## config.mk

```make
export PLATFORM = sky130hd
export DESIGN_NAME = positional_list_store_flat
export DESIGN_NICKNAME = d
export VERILOG_FILES = /design/src/sv/plst_pkg.sv /design/src/sv/plst_if.sv /design/src/sv/plst_cell.sv /design/src/sv/positional_list_store.sv /design/src/flat_wrapper.sv
export SDC_FILE = /design/constraint.sdc
export NUM_CORES = 2
export LEC_CHECK = 0
export ABC_AREA = 1
export BUFFER_PORTS_ARGS = -buffer_cell sky130_fd_sc_hd__buf_2
export CAP_MARGIN = 20
export CORE_ASPECT_RATIO = 2
export CORE_MARGIN = 5
export CORE_UTILIZATION = 50
export CTS_CLUSTER_SIZE = 10
export DETAILED_ROUTE_END_ITERATION = 8
export HOLD_SLACK_MARGIN = 0.06
export PLACE_DENSITY = 0.73
export SETUP_SLACK_MARGIN = 0.1
export SYNTH_ARGS = -nofsm -noshare
export SYNTH_HDL_FRONTEND = slang
export SYNTH_SLANG_ARGS = --single-unit
export TNS_END_PERCENT = 10
```

## constraint.sdc

```tcl
create_clock -name clock -period 5.46 [get_ports clock]
set_input_delay 1.092 -clock clock [delete_from_list [all_inputs] [get_ports clock]]
set_output_delay 1.092 -clock clock [all_outputs]
set_load 0.1 [all_outputs]
```

## src/sv/plst_pkg.sv

```systemverilog
`timescale 1ns / 1ps

package plst_pkg;

   // Fixed field widths of the command and response words
   localparam int MODE_W   = 3;
   localparam int VALUE_W  = 32;
   localparam int POS_W    = 6;
   localparam int STATUS_W = 2;
   localparam int COUNT_W  = 6;
   localparam int ELEM_W   = 32;

   // Cell index bus is sized for the largest supported capacity
   localparam int CELL_IDX_W = 6;

   typedef enum logic [MODE_W-1:0] {
      MODE_INS_FRONT = 3'd0,
      MODE_INS_BACK  = 3'd1,
      MODE_INS_POS   = 3'd2,
      MODE_DEL_FRONT = 3'd3,
      MODE_DEL_BACK  = 3'd4,
      MODE_DEL_POS   = 3'd5,
      MODE_DUMP      = 3'd6
   } mode_type;

   typedef enum logic [STATUS_W-1:0] {
      ST_OK     = 2'd0,
      ST_BADPOS = 2'd1,
      ST_EMPTY  = 2'd2,
      ST_FULL   = 2'd3
   } status_type;

   typedef enum logic [1:0] {
      OP_HOLD   = 2'd0,
      OP_INSERT = 2'd1,
      OP_DELETE = 2'd2,
      OP_ROTATE = 2'd3
   } cell_op_type;

   // Broadcast to every cell of the chain
   typedef struct packed {
      cell_op_type             op;
      logic [CELL_IDX_W-1:0]   sel;
      logic [CELL_IDX_W-1:0]   tail;
   } cell_ctl_type;

endpackage

```

## src/sv/plst_if.sv

```systemverilog
`timescale 1ns / 1ps

interface plst_req_if;
   logic                         valid;
   logic                         ready;
   logic [plst_pkg::MODE_W-1:0]  mode;
   logic [plst_pkg::VALUE_W-1:0] value;
   logic [plst_pkg::POS_W-1:0]   position;

   modport source (output valid, mode, value, position, input ready);
   modport sink (input valid, mode, value, position, output ready);
   modport monitor (input valid, ready, mode, value, position);
endinterface

interface plst_rsp_if;
   logic                          valid;
   logic                          ready;
   logic [plst_pkg::STATUS_W-1:0] status;
   logic [plst_pkg::COUNT_W-1:0]  count;
   logic [plst_pkg::ELEM_W-1:0]   element;
   logic                          element_valid;
   logic                          last;

   modport source (output valid, status, count, element, element_valid, last, input ready);
   modport sink (input valid, status, count, element, element_valid, last, output ready);
   modport monitor (input valid, ready, status, count, element, element_valid, last);
endinterface

```

## src/sv/plst_cell.sv

```systemverilog
`timescale 1ns / 1ps

module plst_cell #(
   parameter int DATA_WIDTH = 32,
   parameter int INDEX      = 0
) (
   input  logic                    clock,
   input  plst_pkg::cell_ctl_type  ctl,
   input  logic [DATA_WIDTH-1:0]   word,
   input  logic [DATA_WIDTH-1:0]   left_data,
   input  logic [DATA_WIDTH-1:0]   right_data,
   input  logic [DATA_WIDTH-1:0]   head_data,
   output logic [DATA_WIDTH-1:0]   data
);

   localparam logic [plst_pkg::CELL_IDX_W-1:0] MY_IDX = INDEX[plst_pkg::CELL_IDX_W-1:0];

   logic [DATA_WIDTH-1:0] data_ff;
   logic [DATA_WIDTH-1:0] data_in;

   always_comb begin
      data_in = data_ff;
      case (ctl.op)
         plst_pkg::OP_INSERT: begin
            // open a slot at sel: cells behind it take the left neighbor
            if (MY_IDX > ctl.sel) begin
               data_in = left_data;
            end else if (MY_IDX == ctl.sel) begin
               data_in = word;
            end
         end
         plst_pkg::OP_DELETE: begin
            if (MY_IDX >= ctl.sel) begin
               data_in = right_data;
            end
         end
         plst_pkg::OP_ROTATE: begin
            // rotate the occupied cells left, head wraps to the tail
            if (MY_IDX < ctl.tail) begin
               data_in = right_data;
            end else if (MY_IDX == ctl.tail) begin
               data_in = head_data;
            end
         end
         default: begin
            data_in = data_ff;
         end
      endcase
   end

   always_ff @(posedge clock) begin
      data_ff <= data_in;
   end

   assign data = data_ff;

endmodule

```

## src/sv/positional_list_store.sv

```systemverilog
`timescale 1ns / 1ps

// Channel   Modport  Word                                         Handshake
// req_ch    sink     mode, value, position                        valid/ready
// rsp_ch    source   status, count, element, element_valid, last  valid/ready
//
// An edit is applied to the cell chain in the cycle it is accepted; its single
// response word waits in a pending register until the output register is free,
// and no new command is taken while a response is pending.
// A dump of n elements streams n words, one per cycle while rsp_ch is not stalled, out
// of the head cell while the chain rotates; it restores the original order when done.
// Reset clears the count and control only; cell contents are not cleared.
// A stalled rsp_ch holds the output word; ready drops while a word is pending.

module positional_list_store #(
   parameter int CAPACITY   = 32,
   parameter int DATA_WIDTH = 32
) (
   input logic        clock,
   input logic        reset,
   plst_req_if.sink   req_ch,
   plst_rsp_if.source rsp_ch
);

   localparam int CNT_W = $clog2(CAPACITY + 1);
   // one spare bit so that count + 1 never wraps in the position check
   localparam int CMP_W = ((CNT_W > plst_pkg::POS_W) ? CNT_W : plst_pkg::POS_W) + 1;
   localparam int IW    = plst_pkg::CELL_IDX_W;

   typedef enum logic {S_IDLE, S_DUMP} state_type;

   state_type                state_ff, state_in;
   logic [CNT_W-1:0]         count_ff, count_in;
   logic [IW-1:0]            dump_idx_ff, dump_idx_in;
   logic                     pend_v_ff, pend_v_in;
   plst_pkg::status_type     pend_status_ff, pend_status_in;
   logic [CNT_W-1:0]         pend_count_ff, pend_count_in;
   logic                     out_v_ff, out_v_in;
   plst_pkg::status_type     out_status_ff, out_status_in;
   logic [CNT_W-1:0]         out_count_ff, out_count_in;
   logic [DATA_WIDTH-1:0]    out_elem_ff, out_elem_in;
   logic                     out_ev_ff, out_ev_in;
   logic                     out_last_ff, out_last_in;

   plst_pkg::cell_ctl_type   ctl;
   logic [DATA_WIDTH-1:0]    word;
   logic [DATA_WIDTH-1:0]    cell_data [CAPACITY];
   logic                     accept;
   logic                     out_free;
   logic                     full;
   logic [CMP_W-1:0]         pos_c;
   logic [CMP_W-1:0]         cnt_c;
   logic [IW-1:0]            tail_idx;

   assign word     = DATA_WIDTH'(req_ch.value);
   assign req_ch.ready = (state_ff == S_IDLE) && !pend_v_ff;
   assign accept   = req_ch.valid && req_ch.ready;
   assign out_free = !out_v_ff || rsp_ch.ready;
   assign full     = (count_ff == CNT_W'(CAPACITY));
   assign pos_c    = CMP_W'(req_ch.position);
   assign cnt_c    = CMP_W'(count_ff);
   assign tail_idx = IW'(count_ff - CNT_W'(1));

   always_comb begin
      state_in       = state_ff;
      count_in       = count_ff;
      dump_idx_in    = dump_idx_ff;
      pend_v_in      = pend_v_ff;
      pend_status_in = pend_status_ff;
      pend_count_in  = pend_count_ff;
      out_v_in       = out_v_ff;
      out_status_in  = out_status_ff;
      out_count_in   = out_count_ff;
      out_elem_in    = out_elem_ff;
      out_ev_in      = out_ev_ff;
      out_last_in    = out_last_ff;
      ctl.op         = plst_pkg::OP_HOLD;
      ctl.sel        = '0;
      ctl.tail       = tail_idx;

      if (out_v_ff && rsp_ch.ready) begin
         out_v_in = 1'b0;
      end

      // move a pending edit response into the output register
      if (pend_v_ff && out_free) begin
         out_v_in      = 1'b1;
         out_status_in = pend_status_ff;
         out_count_in  = pend_count_ff;
         out_elem_in   = '0;
         out_ev_in     = 1'b0;
         out_last_in   = 1'b1;
         pend_v_in     = 1'b0;
      end

      if (accept) begin
         pend_v_in      = 1'b1;
         pend_status_in = plst_pkg::ST_OK;
         case (plst_pkg::mode_type'(req_ch.mode))
            plst_pkg::MODE_INS_FRONT, plst_pkg::MODE_INS_BACK: begin
               if (full) begin
                  pend_status_in = plst_pkg::ST_FULL;
               end else begin
                  ctl.op   = plst_pkg::OP_INSERT;
                  ctl.sel  = (plst_pkg::mode_type'(req_ch.mode) == plst_pkg::MODE_INS_FRONT)
                             ? '0 : IW'(count_ff);
                  count_in = count_ff + CNT_W'(1);
               end
            end
            plst_pkg::MODE_INS_POS: begin
               if (pos_c == '0 || pos_c > cnt_c + CMP_W'(1)) begin
                  pend_status_in = plst_pkg::ST_BADPOS;
               end else if (full) begin
                  pend_status_in = plst_pkg::ST_FULL;
               end else begin
                  ctl.op   = plst_pkg::OP_INSERT;
                  ctl.sel  = IW'(pos_c - CMP_W'(1));
                  count_in = count_ff + CNT_W'(1);
               end
            end
            plst_pkg::MODE_DEL_FRONT, plst_pkg::MODE_DEL_BACK: begin
               if (count_ff == '0) begin
                  pend_status_in = plst_pkg::ST_EMPTY;
               end else begin
                  ctl.op   = plst_pkg::OP_DELETE;
                  ctl.sel  = (plst_pkg::mode_type'(req_ch.mode) == plst_pkg::MODE_DEL_FRONT)
                             ? '0 : tail_idx;
                  count_in = count_ff - CNT_W'(1);
               end
            end
            plst_pkg::MODE_DEL_POS: begin
               if (pos_c == '0 || pos_c > cnt_c) begin
                  pend_status_in = plst_pkg::ST_BADPOS;
               end else begin
                  ctl.op   = plst_pkg::OP_DELETE;
                  ctl.sel  = IW'(pos_c - CMP_W'(1));
                  count_in = count_ff - CNT_W'(1);
               end
            end
            plst_pkg::MODE_DUMP: begin
               if (count_ff == '0) begin
                  pend_status_in = plst_pkg::ST_EMPTY;
               end else begin
                  pend_v_in   = 1'b0;
                  state_in    = S_DUMP;
                  dump_idx_in = '0;
               end
            end
            default: begin
               pend_status_in = plst_pkg::ST_OK;
            end
         endcase
         pend_count_in = count_in;
      end

      // stream the head cell and rotate the chain
      if (state_ff == S_DUMP && out_free) begin
         out_v_in      = 1'b1;
         out_status_in = plst_pkg::ST_OK;
         out_count_in  = count_ff;
         out_elem_in   = cell_data[0];
         out_ev_in     = 1'b1;
         out_last_in   = (dump_idx_ff == tail_idx);
         ctl.op        = plst_pkg::OP_ROTATE;
         dump_idx_in   = dump_idx_ff + IW'(1);
         if (dump_idx_ff == tail_idx) begin
            state_in = S_IDLE;
         end
      end
   end

   always_ff @(posedge clock) begin
      if (reset) begin
         state_ff  <= S_IDLE;
         count_ff  <= '0;
         pend_v_ff <= 1'b0;
         out_v_ff  <= 1'b0;
      end else begin
         state_ff  <= state_in;
         count_ff  <= count_in;
         pend_v_ff <= pend_v_in;
         out_v_ff  <= out_v_in;
      end
      dump_idx_ff    <= dump_idx_in;
      pend_status_ff <= pend_status_in;
      pend_count_ff  <= pend_count_in;
      out_status_ff  <= out_status_in;
      out_count_ff   <= out_count_in;
      out_elem_ff    <= out_elem_in;
      out_ev_ff      <= out_ev_in;
      out_last_ff    <= out_last_in;
   end

   for (genvar i = 0; i < CAPACITY; i++) begin : g_cell
      logic [DATA_WIDTH-1:0] left_data;
      logic [DATA_WIDTH-1:0] right_data;

      if (i == 0) begin : g_first
         assign left_data = word;
      end else begin : g_left
         assign left_data = cell_data[i-1];
      end

      if (i == CAPACITY - 1) begin : g_end
         assign right_data = cell_data[i];
      end else begin : g_right
         assign right_data = cell_data[i+1];
      end

      plst_cell #(
         .DATA_WIDTH (DATA_WIDTH),
         .INDEX      (i)
      ) u_cell (
         .clock      (clock),
         .ctl        (ctl),
         .word       (word),
         .left_data  (left_data),
         .right_data (right_data),
         .head_data  (cell_data[0]),
         .data       (cell_data[i])
      );
   end

   assign rsp_ch.valid         = out_v_ff;
   assign rsp_ch.status        = out_status_ff;
   assign rsp_ch.count         = 6'(out_count_ff);
   assign rsp_ch.element       = 32'(out_elem_ff);
   assign rsp_ch.element_valid = out_ev_ff;
   assign rsp_ch.last          = out_last_ff;

endmodule

```

## src/flat_wrapper.sv

```systemverilog
// flat-port wrapper written by rule: the top's interface ports become plain ports
module positional_list_store_flat 
#(
   parameter int CAPACITY   = 32,
   parameter int DATA_WIDTH = 32
)
  (clock, reset, req_ch_valid, req_ch_mode, req_ch_value, req_ch_position, req_ch_ready, rsp_ch_valid, rsp_ch_status, rsp_ch_count, rsp_ch_element, rsp_ch_element_valid, rsp_ch_last, rsp_ch_ready);
  plst_req_if req_ch_i ();
  plst_rsp_if rsp_ch_i ();
  input logic clock;
  input logic reset;
  input wire logic [$bits(req_ch_i.valid)-1:0] req_ch_valid;
  input wire logic [$bits(req_ch_i.mode)-1:0] req_ch_mode;
  input wire logic [$bits(req_ch_i.value)-1:0] req_ch_value;
  input wire logic [$bits(req_ch_i.position)-1:0] req_ch_position;
  output wire logic [$bits(req_ch_i.ready)-1:0] req_ch_ready;
  output wire logic [$bits(rsp_ch_i.valid)-1:0] rsp_ch_valid;
  output wire logic [$bits(rsp_ch_i.status)-1:0] rsp_ch_status;
  output wire logic [$bits(rsp_ch_i.count)-1:0] rsp_ch_count;
  output wire logic [$bits(rsp_ch_i.element)-1:0] rsp_ch_element;
  output wire logic [$bits(rsp_ch_i.element_valid)-1:0] rsp_ch_element_valid;
  output wire logic [$bits(rsp_ch_i.last)-1:0] rsp_ch_last;
  input wire logic [$bits(rsp_ch_i.ready)-1:0] rsp_ch_ready;
  assign req_ch_i.valid = req_ch_valid;
  assign req_ch_i.mode = req_ch_mode;
  assign req_ch_i.value = req_ch_value;
  assign req_ch_i.position = req_ch_position;
  assign req_ch_ready = req_ch_i.ready;
  assign rsp_ch_valid = rsp_ch_i.valid;
  assign rsp_ch_status = rsp_ch_i.status;
  assign rsp_ch_count = rsp_ch_i.count;
  assign rsp_ch_element = rsp_ch_i.element;
  assign rsp_ch_element_valid = rsp_ch_i.element_valid;
  assign rsp_ch_last = rsp_ch_i.last;
  assign rsp_ch_i.ready = rsp_ch_ready;
  positional_list_store #(.CAPACITY(CAPACITY), .DATA_WIDTH(DATA_WIDTH)) u_core (.clock(clock), .reset(reset), .req_ch(req_ch_i), .rsp_ch(rsp_ch_i));
endmodule
```

==> results.tsv <==
stage	metric	value	unit
synth	synth_compound_area_share	20.4	%
setup_path	criticalPathCategory	reg2reg	
placed_design	dpl_cell_area	72500	sq um
global_route	grt_overflow	0	
sta	fin_hold_ws	452	ps
routing	postRouteAntennaNets	0	
sta	drv_slew	0	
cts	cts_sinks	1089	
cts	cts_tree	done	
global_route	grt_max_degree	138	
synth	ys.flop_type	edfxtp_1	
power_and_ir_drop	p_leak	32.0	nW
synth	synth_fa_ha_area_share	0.340	%
synth	synth_enable_flop_cells	1077	
final_layout	register_area	32600	sq um
sta	max_freq	201	MHz
synth	async_flop_share	0	%
synth	ys_top_cells_by_area	edfxtp_1, nand2_1, o21ai_0, nand3_1, inv_1	
die	row_count	194	
die	ios	89	
setup_path	cp.required	5820	ps
die	design.core.area	139000	sq um
routing	drc	0	
setup_path	critPathMaxFanout	32	
routing	routed_wirelength	281000	um
hold_path	min_path_cells	2	
setup_path	setup.worst_path.end_class	flop	
die	die_area	148000	sq um
setup_path	rrSetupSlack	480	ps
final_layout	nets	8951	
power_and_ir_drop	p_per_area	431	nW/um^2
cts	htreeDepth	3	
global_route	antenna_found_initial	17	
job	maxCapViolCount	0	
cts	cts.repair.resized	0	
sta	rsz0062_at_grt	false	
cts	clk_pin_slew_worst_paths	50	ps
die	initial_core_util	50.2	%
cts	cts_hold_buf	0	
sta	fin_crit_sh	91.2	%
synth	synth.net_count	9238	
final_layout	area_growth	8.55	%
cts	post_cts_buffers	0	
setup_path	rr_worst_depth	17	
placed_design	gp_congestion	1.04	
sta	setup_viol	0	
sta	tns	0	ps
cts	cts_buffers	120	
synth	synth_simple_gate_area_share	20.3	%
sta	fin_crit	4980	ps
synth	synth_cell_type_count	54	
die	die_h	539	um
sta	setup_ws	479	ps
global_route	grt_pass1_wl	412000	um
synth	synthMuxAreaShare	0	%
synth	yosysTopAreaCellShare	46.3	%
placed_design	port_buffers	88	
placed_design	dp_slack	440	ps
sta	worstMarginPinSlew	1210	ps
power_and_ir_drop	finalPower	32.7	mW
synth	synth_top_family_by_area	compound AO/OA/AOI/OAI gates	
routing	wl_per_cell	26.1	um
final_layout	fin_area	75900	sq um
routing	avgViaCountPerCell	6.36	
sta	final_hold_viol_count	0	
final_layout	fin_util	54.5	%
global_route	track_usage	36.3	%
synth	synth_top_area_cell	edfxtp_1	
sta	slew_headroom	19.0	%
status	status	completed	
synth	syn_avg_cell_area	7.62	sq um
cts	cts.path.max_buffers	3	
final_layout	stdcell_count	10800	
power_and_ir_drop	ir_drop	343	uV
placed_design	hpwl	197000	um
synth	ys_ff_latch	1089	
routing	firstDrtPassIters	9	
synth	yosysWarningCount	0	
setup_path	startpoint_type	flop	
placed_design	dp.cells	10600	
cts	root_buffer	clkbuf_16	
die	die_w	274	um
final_layout	multi_input_area	29500	sq um
sta	finClkSkew	49.9	ps
synth	synth.yosys.seq_area_share	46.6	%
synth	synth_xor_area_share	0.125	%
routing	drt_iter0_drc	10800	
final_layout	fillCellCount	13100	
synth	syn_inst	9174	
hold_path	hp-class	reg2reg	
cts	clk-insertion-delay-late	760	ps
routing	vias	68500	
global_route	grt_pass1_vias	65300	
final_layout	drive_above_1_share	7.15	%
setup_path	cp.arrival	5340	ps
synth	syn_area	69900	sq um
## registers in the layout, summed over array words and instances (netlist names)
signal,flops
u_core.count_ff,6
u_core.dump_idx_ff,6
u_core.g_cell.u_cell.data,1024
u_core.pend_count_ff,6
u_core.pend_status_ff,2
u_core.pend_v_ff,1
u_core.rsp_ch.count,6
u_core.rsp_ch.element,32
u_core.rsp_ch.element_valid,1
u_core.rsp_ch.last,1
u_core.rsp_ch.status,2
u_core.rsp_ch.valid,1
u_core.state_ff,1
## layout by cell type, fill, tap and decap left out, types with 19 or more instances in the layout
master     count
clkbuf_16    122
clkinv_1      47
o21bai_1     192
nor2_1       401
buf_4        242
nand4_1       19
a22oi_1       67
ha_1          19
nand3_1     1014
o21ai_1      169
buf_2         88
edfxtp_1    1077
a31o_1        29
o21ai_0     1006
buf_12        30
a21boi_0      32
o22ai_1      514
o21ai_4       19
inv_2         20
a21oi_1      379
inv_1       1317
nand2_1     1882
o221ai_1      34
## cells in the mapped netlist (29+ instances only)
master	instances
nand2_1	1887
inv_1	1318
edfxtp_1	1077
o21ai_0	1015
nand3_1	1014
o22ai_1	521
clkbuf_1	486
nor2_1	410
a21oi_1	402
buf_2	203
o21bai_1	192
o21ai_1	184
a22oi_1	67
buf_1	57
clkinv_1	46
o221ai_1	34
a21boi_0	32
a31o_1	29
## worst paths after layout
check	start	endpoint
max	u_core.count_ff[2]	u_core.g_cell[13].u_cell.data[9]
min	u_core.rsp_ch.element_valid	u_core.rsp_ch.element_valid
max reg2reg	u_core.count_ff[2]	u_core.g_cell[13].u_cell.data[9]
min reg2reg	u_core.rsp_ch.element_valid	u_core.rsp_ch.element_valid
## cell type report
class	instances	share of cell area (%)
antenna	9	0.0297
clock buffer	135	4.09
clock inverter	8	0.239
inverter	1390	6.91
multi-input combinational	5920	38.9
sequential	1089	42.9
tap	1862	3.07
timing repair buffer	366	3.88
## metal layers
metal / part of all wire, % / global-route usage, % / up-vias
met2: 48 / 60.8 / 5121
met4: 5.6 / 18.2 / 2
met1: 35 / 44.7 / 32000
li1: - / - / 30400
met5: 0.0039 / 0 / -
met3: 11 / 6.84 / 1028
## where the power goes
part           leakage [nW]  internal (mW)  total (mW)  switching (mW)
clock                  1.60           4.05        7.50            3.46
combinational          20.1           3.24        12.0            8.80
sequential             10.3           12.3        13.2           0.883
total                  32.0           19.6        32.7            13.1
## critical path: stages (launching register included)
cell and delay (ps):
dfxtp_1 520, nand3_1 190, nor3_1 290, xor2_1 240, ha_1 280, and3_1 170, nand3_1 80, nand2_1 50
nand2_1 240, nand2_1 130, o21ai_1 260, nand2_1 160, nor2_1 290, nor2_1 250, nor2_4 330, inv_2 360
o22ai_4 180, buf_4 520
## cells by family after synthesis
family	Yosys count
XOR/XNOR	10
flip-flops	1089
buffers and inverters	2165
AO/OA/AOI/OAI	2507
adder cells (fa/ha/maj)	19
AND/OR/NAND/NOR	3384
(Power assumes the default switching activity.)
